`config.mk`:
```
export PLATFORM = sky130hd
export DESIGN_NAME = vad_gap_hangover_filter_flat
export DESIGN_NICKNAME = d
export VERILOG_FILES = /design/src/hdl/vghf_pkg.sv /design/src/hdl/vghf_if.sv /design/src/hdl/vghf_cfg_regs.sv /design/src/hdl/vghf_gap_core.sv /design/src/hdl/vghf_run_buffer.sv /design/src/hdl/vad_gap_hangover_filter.sv /design/src/flat_wrapper.sv
export SDC_FILE = /design/constraint.sdc
export NUM_CORES = 1
export LEC_CHECK = 0
export BUFFER_PORTS_ARGS = -buffer_cell sky130_fd_sc_hd__buf_2
export CAP_MARGIN = 20
export CORE_ASPECT_RATIO = 1.5
export CORE_MARGIN = 5
export CORE_UTILIZATION = 40
export CTS_BUF_LIST = sky130_fd_sc_hd__clkbuf_16
export DETAILED_ROUTE_END_ITERATION = 8
export RECOVER_POWER = 25
export SYNTH_ARGS = -nofsm -noshare
export SYNTH_HDL_FRONTEND = slang
export SYNTH_SLANG_ARGS = --single-unit
```
`constraint.sdc`:
```
create_clock -name clk -period 5.8 [get_ports clk]
set_input_delay 0.29 -clock clk [delete_from_list [all_inputs] [get_ports clk]]
set_output_delay 0.29 -clock clk [all_outputs]
set_load 0.02 [all_outputs]
```
`src/hdl/vghf_pkg.sv`:
```
`timescale 1ns / 1ps
package vghf_pkg;

	localparam int DEF_RUN_LENGTH_BITS = 20;
	localparam int DEF_MARGIN_BITS     = 10;

	localparam int THRESHOLD_W = 8;
	localparam int CFG_INDEX_W = 3;
	localparam int CFG_DATA_W  = 16;

	localparam logic [CFG_INDEX_W-1:0] REG_VOICE_THRESHOLD = 3'd0;
	localparam logic [CFG_INDEX_W-1:0] REG_MIN_GAP         = 3'd1;
	localparam logic [CFG_INDEX_W-1:0] REG_MARGIN_AFTER    = 3'd2;
	localparam logic [CFG_INDEX_W-1:0] REG_MARGIN_BEFORE   = 3'd3;

	localparam logic [THRESHOLD_W-1:0] THRESHOLD_RESET = 8'd128;

	// Slots of one burst: after-margin, non-voice middle, before-margin / whole run.
	localparam int NUM_SLOTS = 3;

	typedef struct packed {
		logic                 push;
		logic [NUM_SLOTS-1:0] keep;
		logic [NUM_SLOTS-1:0] voice;
	} vghf_push_t;

endpackage

```
`src/hdl/vghf_if.sv`:
```
`timescale 1ns / 1ps
interface vghf_chunk_if import vghf_pkg::*; ();
	logic                   valid;
	logic                   ready;
	logic [THRESHOLD_W-1:0] prob_byte;
	logic                   final_chunk;
	modport source (output valid, output prob_byte, output final_chunk, input ready);
	modport sink   (input valid, input prob_byte, input final_chunk, output ready);
endinterface

interface vghf_run_if #(parameter int LEN_W = 21) ();
	logic             valid;
	logic             ready;
	logic             run_is_voice;
	logic [LEN_W-1:0] run_length;
	logic             last_of_item;
	modport source (output valid, output run_is_voice, output run_length,
		output last_of_item, input ready);
	modport sink   (input valid, input run_is_voice, input run_length,
		input last_of_item, output ready);
endinterface

interface vghf_cfg_if import vghf_pkg::*; ();
	logic                   valid;
	logic                   ready;
	logic [CFG_INDEX_W-1:0] index;
	logic [CFG_DATA_W-1:0]  data;
	modport source (output valid, output index, output data, input ready);
	modport sink   (input valid, input index, input data, output ready);
endinterface

```
`src/hdl/vghf_cfg_regs.sv`:
```
`timescale 1ns / 1ps
module vghf_cfg_regs import vghf_pkg::*; #(
	parameter int MARGIN_BITS = DEF_MARGIN_BITS
) (
	input  logic                   clk,
	input  logic                   arst_n,
	input  logic                   wr_valid,
	input  logic [CFG_INDEX_W-1:0] wr_index,
	input  logic [CFG_DATA_W-1:0]  wr_data,
	output logic [THRESHOLD_W-1:0] threshold,
	output logic [MARGIN_BITS-1:0] min_gap,
	output logic [MARGIN_BITS-1:0] after_pad,
	output logic [MARGIN_BITS-1:0] before_pad
);

	logic [THRESHOLD_W-1:0] threshold_q;
	logic [MARGIN_BITS-1:0] min_gap_q;
	logic [MARGIN_BITS-1:0] after_pad_q;
	logic [MARGIN_BITS-1:0] before_pad_q;

	// Drop upper data bits; ignore indexes past the register list.
	always_ff @(posedge clk or negedge arst_n) begin
		if (!arst_n) begin
			threshold_q  <= THRESHOLD_RESET;
			min_gap_q    <= '0;
			after_pad_q  <= '0;
			before_pad_q <= '0;
		end else if (wr_valid) begin
			case (wr_index)
				REG_VOICE_THRESHOLD: threshold_q  <= wr_data[THRESHOLD_W-1:0];
				REG_MIN_GAP:         min_gap_q    <= wr_data[MARGIN_BITS-1:0];
				REG_MARGIN_AFTER:    after_pad_q  <= wr_data[MARGIN_BITS-1:0];
				REG_MARGIN_BEFORE:   before_pad_q <= wr_data[MARGIN_BITS-1:0];
				default: ;
			endcase
		end
	end

	assign threshold  = threshold_q;
	assign min_gap    = min_gap_q;
	assign after_pad  = after_pad_q;
	assign before_pad = before_pad_q;

endmodule

```
`src/hdl/vghf_gap_core.sv`:
```
`timescale 1ns / 1ps
module vghf_gap_core import vghf_pkg::*; #(
	parameter int RUN_LENGTH_BITS = DEF_RUN_LENGTH_BITS,
	parameter int MARGIN_BITS     = DEF_MARGIN_BITS,
	parameter int LEN_W           = RUN_LENGTH_BITS + 1
) (
	input  logic                   clk,
	input  logic                   arst_n,
	input  logic                   in_valid,
	output logic                   in_ready,
	input  logic [THRESHOLD_W-1:0] in_prob,
	input  logic                   in_final,
	input  logic [THRESHOLD_W-1:0] threshold,
	input  logic [MARGIN_BITS-1:0] min_gap,
	input  logic [MARGIN_BITS-1:0] after_pad,
	input  logic [MARGIN_BITS-1:0] before_pad,
	input  logic                   room,
	output vghf_push_t             push,
	output logic [LEN_W-1:0]       push_len [NUM_SLOTS]
);

	// Working width: holds the gap, the margin sum and gap + 1 without wrap.
	localparam int CW = ((RUN_LENGTH_BITS > MARGIN_BITS + 2) ?
		RUN_LENGTH_BITS : MARGIN_BITS + 2) + 1;

	logic                       valid_s1;
	logic [THRESHOLD_W-1:0]     prob_s1;
	logic                       final_s1;
	logic [RUN_LENGTH_BITS-1:0] gap_q;

	logic          closes;
	logic          advance;
	logic          long_gap;
	logic [CW-1:0] gap_w;
	logic [CW-1:0] total_w;
	logic [CW-1:0] after_w;
	logic [CW-1:0] before_w;
	logic [CW-1:0] mid_w;
	logic [CW-1:0] tail_w;

	assign closes   = final_s1 || (prob_s1 >= threshold);
	assign advance  = valid_s1 && (!closes || room);
	assign in_ready = !valid_s1 || advance;

	always_ff @(posedge clk or negedge arst_n) begin
		if (!arst_n) begin
			valid_s1 <= 1'b0;
		end else if (in_ready) begin
			valid_s1 <= in_valid;
		end
	end

	always_ff @(posedge clk) begin
		if (in_ready && in_valid) begin
			prob_s1  <= in_prob;
			final_s1 <= in_final;
		end
	end

	// Count open chunks, saturating; restart once the gap closes.
	always_ff @(posedge clk or negedge arst_n) begin
		if (!arst_n) begin
			gap_q <= '0;
		end else if (advance) begin
			if (closes) begin
				gap_q <= '0;
			end else if (gap_q != '1) begin
				gap_q <= gap_q + 1'b1;
			end
		end
	end

	always_comb begin
		gap_w    = CW'(gap_q);
		after_w  = CW'(after_pad);
		before_w = CW'(before_pad);
		total_w  = CW'(min_gap) + after_w + before_w;
		long_gap = gap_w > total_w;
		mid_w    = gap_w - after_w - before_w;
		tail_w   = long_gap ? (before_w + 1'b1) : (gap_w + 1'b1);
	end

	always_comb begin
		push.push   = advance && closes;
		push.keep   = {1'b1, long_gap, long_gap && (after_pad != '0)};
		push.voice  = 3'b101;
		push_len[0] = after_w[LEN_W-1:0];
		push_len[1] = mid_w[LEN_W-1:0];
		push_len[2] = tail_w[LEN_W-1:0];
	end

endmodule

```
`src/hdl/vghf_run_buffer.sv`:
```
`timescale 1ns / 1ps
module vghf_run_buffer import vghf_pkg::*; #(
	parameter int LEN_W = DEF_RUN_LENGTH_BITS + 1
) (
	input  logic             clk,
	input  logic             arst_n,
	input  vghf_push_t       push,
	input  logic [LEN_W-1:0] push_len [NUM_SLOTS],
	output logic             room,
	output logic             out_valid,
	input  logic             out_ready,
	output logic             out_voice,
	output logic [LEN_W-1:0] out_len,
	output logic             out_last
);

	logic [NUM_SLOTS-1:0] keep_q;
	logic [NUM_SLOTS-1:0] voice_q;
	logic [LEN_W-1:0]     len_q [NUM_SLOTS];
	logic [NUM_SLOTS-1:0] head;
	logic                 pop;

	// Head is the lowest slot still held.
	always_comb begin
		head      = keep_q & (~keep_q + 1'b1);
		out_valid = |keep_q;
		out_last  = (keep_q & ~head) == '0;
		out_voice = |(voice_q & head);
		out_len   = '0;
		for (int i = 0; i < NUM_SLOTS; i++) begin
			if (head[i]) begin
				out_len = len_q[i];
			end
		end
		pop  = out_valid && out_ready;
		room = !out_valid || (out_ready && out_last);
	end

	always_ff @(posedge clk or negedge arst_n) begin
		if (!arst_n) begin
			keep_q <= '0;
		end else if (push.push) begin
			keep_q <= push.keep;
		end else if (pop) begin
			keep_q <= keep_q & ~head;
		end
	end

	always_ff @(posedge clk) begin
		if (push.push) begin
			voice_q <= push.voice;
			for (int i = 0; i < NUM_SLOTS; i++) begin
				len_q[i] <= push_len[i];
			end
		end
	end

endmodule

```
`src/hdl/vad_gap_hangover_filter.sv`:
```
`timescale 1ns / 1ps
// The runs of a closing chunk pass from the input register into the run buffer,
// which shows them. Throughput: one chunk per cycle; a closing chunk waits in the input register
// until the run buffer has handed out the last word of the previous burst.
// A burst of up to three runs is handed out one run at a time, held while run.ready is low.
// Reset clears the gap count, the run buffer and the config to reset values.
module vad_gap_hangover_filter import vghf_pkg::*; #(
	parameter int RUN_LENGTH_BITS = DEF_RUN_LENGTH_BITS,
	parameter int MARGIN_BITS     = DEF_MARGIN_BITS
) (
	input  logic       clk,
	input  logic       arst_n,
	vghf_chunk_if.sink chunk,
	vghf_run_if.source run,
	vghf_cfg_if.sink   cfg
);

	localparam int LEN_W = RUN_LENGTH_BITS + 1;

	logic [THRESHOLD_W-1:0] threshold;
	logic [MARGIN_BITS-1:0] min_gap;
	logic [MARGIN_BITS-1:0] after_pad;
	logic [MARGIN_BITS-1:0] before_pad;
	logic                   room;
	vghf_push_t             push;
	logic [LEN_W-1:0]       push_len [NUM_SLOTS];

	// Config writes are taken in any cycle; the user keeps them to idle time.
	assign cfg.ready = 1'b1;

	vghf_cfg_regs #(
		.MARGIN_BITS (MARGIN_BITS)
	) u_cfg_regs (
		.clk        (clk),
		.arst_n     (arst_n),
		.wr_valid   (cfg.valid),
		.wr_index   (cfg.index),
		.wr_data    (cfg.data),
		.threshold  (threshold),
		.min_gap    (min_gap),
		.after_pad  (after_pad),
		.before_pad (before_pad)
	);

	// Input register, gap counter and the run split of a closing chunk.
	vghf_gap_core #(
		.RUN_LENGTH_BITS (RUN_LENGTH_BITS),
		.MARGIN_BITS     (MARGIN_BITS),
		.LEN_W           (LEN_W)
	) u_gap_core (
		.clk        (clk),
		.arst_n     (arst_n),
		.in_valid   (chunk.valid),
		.in_ready   (chunk.ready),
		.in_prob    (chunk.prob_byte),
		.in_final   (chunk.final_chunk),
		.threshold  (threshold),
		.min_gap    (min_gap),
		.after_pad  (after_pad),
		.before_pad (before_pad),
		.room       (room),
		.push       (push),
		.push_len   (push_len)
	);

	// Result register: holds one burst and hands it out a word at a time.
	vghf_run_buffer #(
		.LEN_W (LEN_W)
	) u_run_buffer (
		.clk       (clk),
		.arst_n    (arst_n),
		.push      (push),
		.push_len  (push_len),
		.room      (room),
		.out_valid (run.valid),
		.out_ready (run.ready),
		.out_voice (run.run_is_voice),
		.out_len   (run.run_length),
		.out_last  (run.last_of_item)
	);

endmodule

```
`src/flat_wrapper.sv`:
```
// flat-port wrapper written by rule: the top's interface ports become plain ports
module vad_gap_hangover_filter_flat import vghf_pkg::*;
#(
	parameter int RUN_LENGTH_BITS = DEF_RUN_LENGTH_BITS,
	parameter int MARGIN_BITS     = DEF_MARGIN_BITS
)
  (clk, arst_n, chunk_valid, chunk_prob_byte, chunk_final_chunk, chunk_ready, run_valid, run_run_is_voice, run_run_length, run_last_of_item, run_ready, cfg_valid, cfg_index, cfg_data, cfg_ready);
  vghf_chunk_if chunk_i ();
  vghf_run_if run_i ();
  vghf_cfg_if cfg_i ();
  input  logic clk;
  input  logic arst_n;
  input wire logic [$bits(chunk_i.valid)-1:0] chunk_valid;
  input wire logic [$bits(chunk_i.prob_byte)-1:0] chunk_prob_byte;
  input wire logic [$bits(chunk_i.final_chunk)-1:0] chunk_final_chunk;
  output wire logic [$bits(chunk_i.ready)-1:0] chunk_ready;
  output wire logic [$bits(run_i.valid)-1:0] run_valid;
  output wire logic [$bits(run_i.run_is_voice)-1:0] run_run_is_voice;
  output wire logic [$bits(run_i.run_length)-1:0] run_run_length;
  output wire logic [$bits(run_i.last_of_item)-1:0] run_last_of_item;
  input wire logic [$bits(run_i.ready)-1:0] run_ready;
  input wire logic [$bits(cfg_i.valid)-1:0] cfg_valid;
  input wire logic [$bits(cfg_i.index)-1:0] cfg_index;
  input wire logic [$bits(cfg_i.data)-1:0] cfg_data;
  output wire logic [$bits(cfg_i.ready)-1:0] cfg_ready;
  assign chunk_i.valid = chunk_valid;
  assign chunk_i.prob_byte = chunk_prob_byte;
  assign chunk_i.final_chunk = chunk_final_chunk;
  assign chunk_ready = chunk_i.ready;
  assign run_valid = run_i.valid;
  assign run_run_is_voice = run_i.run_is_voice;
  assign run_run_length = run_i.run_length;
  assign run_last_of_item = run_i.last_of_item;
  assign run_i.ready = run_ready;
  assign cfg_i.valid = cfg_valid;
  assign cfg_i.index = cfg_index;
  assign cfg_i.data = cfg_data;
  assign cfg_ready = cfg_i.ready;
  vad_gap_hangover_filter #(.RUN_LENGTH_BITS(RUN_LENGTH_BITS), .MARGIN_BITS(MARGIN_BITS)) u_core (.clk(clk), .arst_n(arst_n), .chunk(chunk_i), .run(run_i), .cfg(cfg_i));
endmodule
```
==> flow_summary.ini <==
[placed_design]
routabilityCongestion = 0.814
dpl.hpwl_um = 12700
dp_cells = 950
numPortBuffers = 51

[finish]
fillers = 1674
layout.nets = 852
layout-drive-gt1-share_pct = 16.3
syn2layout_area_growth_pct = 14.8
antenna_cells = 0
final_cells = 984

[sta]
finalClockSkew_ns = 0.0113
worst_pin_slew_ns = 3.56
setup_viol = 0
period_minus_slack_ns = 4.98
max_freq_mhz = 201
finalSetupTns_ns = 0
hold_ws_ns = 0.0365
maxSlewHeadroom_pct = -138
rsz0062_at_grt = false
slew_viol_final = 63
period_share_pct = 85.8
hold_viol = 0

[drt]
ant_nets = 0
vias_per_cell = 5.38
dr.first_iter.drc_count = 280
routedWlPerCell_um = 16.8
via_count = 5294
drtPass1Iterations = 4
wl_um = 16500
drc_errors = 0

[status]
status = finished, violations left
violations = capacitance limit, slew limit

[worst_setup_path]
path_cells = inv_1, fa_1, inv_1, ha_1, fa_1, a21o_1, a21oi_1, o21ai_0, o41ai_1, nor2b_1, o21bai_1, ha_1, nand4_1, a2111o_1, a21oi_4, mux2_1
path_delay_family = compound AO/OA/AOI/OAI gates
slowest_delay_ns = 0.54
r2r_setup_slack_ns = 0.82
endpoint_kind = register
required_ns = 5.96
critical_path_class = register to register
start_kind = register
path_max_fanout = 17
slowest_stage = fa_1
crit_arrival_ns = 5.14
cp.buffers_inverters = 2

[clock_tree]
h-tree-depth = 4
root_buffer = clkbuf_16
clockBufferDepth = 2
clock_latency_ns = 0.42
cts_tree = done
cts-hold-fix-buffers = 0
postCtsSetupRepairBufs = 0
cts_resized = 0
clkTransAtPathRegs_ns = 0.06
cts_made_buffers = 17
cts.sinks = 123

[global_routing]
grt_util_met3_pct = 3.48
met2_usage_pct = 28.4
grt.busiest_layer = met2
grt_max_degree = 63
grt_first_pass_wirelength_um = 27000
grt_util_met1_pct = 19.3
grt-ovfl-total = 0
grt_pass1_vias = 5377
antenna_found_initial = 0
track_usage_pct = 16.2

[yosys]
synth_edf_count = 61
yosys_most_used_dff = edfxtp_1
synthDominantCellAreaShare_pct = 25.0
async_flop_share_pct = 50.4
yosysWarnings = 0
yosysUniqueCellTypes = 63
ys_top_cells_by_count = 75 x nand2_1, 61 x dfrtp_1, 61 x edfxtp_1
yosys.area.top_type = edfxtp_1
synth-seq-cells = 123
syn_inst = 697
synth_area_mm2 = 0.00734
yosysSeqAreaShare_pct = 46.1
syn_avg_cell_area_um2 = 10.5
yosysMostFrequentCell = nand2_1
synth.area.top_cells = edfxtp_1 25%, dfrtp_1 21%, ha_1 7.5%

[floorplanning]
io_pins = 59
start_util_pct = 40.7
core-area_mm2 = 0.0180
fp-row-count = 60
die_h_um = 176
die_x_um = 121
die-area_mm2 = 0.0212

[power]
pwr_density_cell_mw_per_mm2 = 448
leakagePower_nw = 3.60
sequentialPowerShare_pct = 33.6
p_comb_share_pct = 38.1
p_clk_share_pct = 28.3
p_switching_w = 0.00137
vdd_drop_max_mv = 0.193
swShare_pct = 36.3
internal-power_w = 0.00240

[flow_run]
max_cap_violations = 1

[min_path]
min_path_type = input pin to register
[stage by stage]
| stage | util [%] | total power (W) | worst slack [ns] | cell area (um^2) |
|---|---|---|---|---|
| after global placement | 43.2 | 0.00267 | 0.917 | 7780 |
| after floorplan | - | 0.00235 | 1.53 | 7360 |
| final | 46.8 | 0.00377 | 0.825 | 8420 |
| after global routing | 46.8 | 0.00402 | 0.534 | 8420 |
| after CTS | 46.6 | 0.00381 | 0.788 | 8390 |
| after detailed placement | 43.2 | 0.00273 | 0.808 | 7780 |
[routing by layer]
layer,vias to the layer above,routed length (um),part of all wire (%)
met3,28,617,3.7
met4,0,463,2.8
li1,2593,-,-
met1,2562,7010,42
met5,-,0,0
met2,111,8440,51
[path summary, 6_finish.rpt]
path / cells after the start / startpoint / end
setup / recovery: 16 / u_core.u_cfg_regs.before_pad[1]$_DFFE_PN0P_ / u_core.u_run_buffer.len_q[0][43]$_DFFE_PP_
setup reg to reg: 16 / u_core.u_cfg_regs.before_pad[1]$_DFFE_PN0P_ / u_core.u_run_buffer.len_q[0][43]$_DFFE_PP_
hold / removal: 1 / chunk_final_chunk / u_core.u_gap_core.final_s1$_DFFE_PP_
min in group asynchronous: 2 / arst_n / u_core.u_gap_core.gap_q[14]$_DFFE_PN0P_
hold reg to reg: 0 / u_core.u_cfg_regs.after_pad[9]$_DFFE_PN0P_ / u_core.u_run_buffer.len_q[0][9]$_DFFE_PP_
max in group asynchronous: 2 / arst_n / u_core.u_run_buffer.keep_q[1]$_DFFE_PN0P_
[layout by cell type, fill, tap and decap left out, types with 22 or more instances in the layout]
cell and instances:
a21oi_1 27, buf_2 51, dfrtp_1 61, edfxtp_1 61
ha_1 44, inv_1 50, nand2_1 75, nor2_1 36
nor3_1 22, o21ai_0 56, xnor2_1 31
[cell type report]
class | instances | area, um^2 | area share, %
well taps | 217 | 272 | 3.22
multi-input cells | 504 | 3650 | 43.3
flip-flops and latches | 123 | 3380 | 40.2
clock buffers | 19 | 475 | 5.64
clock inverters | 13 | 129 | 1.53
inverters | 50 | 188 | 2.23
repair buffers | 58 | 328 | 3.89
[flip-flops by register name, summed over array words and instances, names as in the netlist]
name,cells
u_core.u_gap_core.gap_q,20
u_core.u_gap_core.final_s1,1
u_core.u_cfg_regs.before_pad,10
u_core.u_run_buffer.len_q,52
u_core.u_cfg_regs.min_gap,10
u_core.u_cfg_regs.after_pad,10
u_core.u_cfg_regs.threshold,8
u_core.u_gap_core.prob_s1,8
u_core.u_run_buffer.keep_q,3
u_core.u_gap_core.valid_s1,1
[power groups by stage]
stage	clock network, W	logic, W	registers, W
2_1_floorplan	0	0.00110	0.00124
3_3_place_gp	0	0.00139	0.00128
3_5_place_dp	0	0.00144	0.00128
4_1_cts	0.00109	0.00145	0.00127
5_1_grt	0.00113	0.00160	0.00129
6_report	0.00107	0.00144	0.00127
[worst reg2reg max path, stage by stage, from the launching register on]
cell and delay, ns:
dfrtp_1 0.45, inv_1 0.09, fa_1 0.54, inv_1 0.04, ha_1 0.22, fa_1 0.40, a21o_1 0.20, a21oi_1 0.21
o21ai_0 0.18, o41ai_1 0.53, nor2b_1 0.11, o21bai_1 0.16, ha_1 0.18, nand4_1 0.16, a2111o_1 0.41, a21oi_4 0.44
mux2_1 0.39
[kinds of logic after synthesis]
| family | Yosys count | synth area share [%] |
|---|---|---|
| XOR/XNOR | 45 | 5.37 |
| flip-flops | 123 | 46.1 |
| AO/OA/AOI/OAI | 157 | 13.8 |
| adder cells (fa/ha/maj) | 65 | 13.2 |
| multiplexers | 22 | 3.41 |
| buffers and inverters | 77 | 4.59 |
| AND/OR/NAND/NOR | 206 | 13.4 |
| other | 2 | 0.102 |
Power figures use the tool's default switching activity.
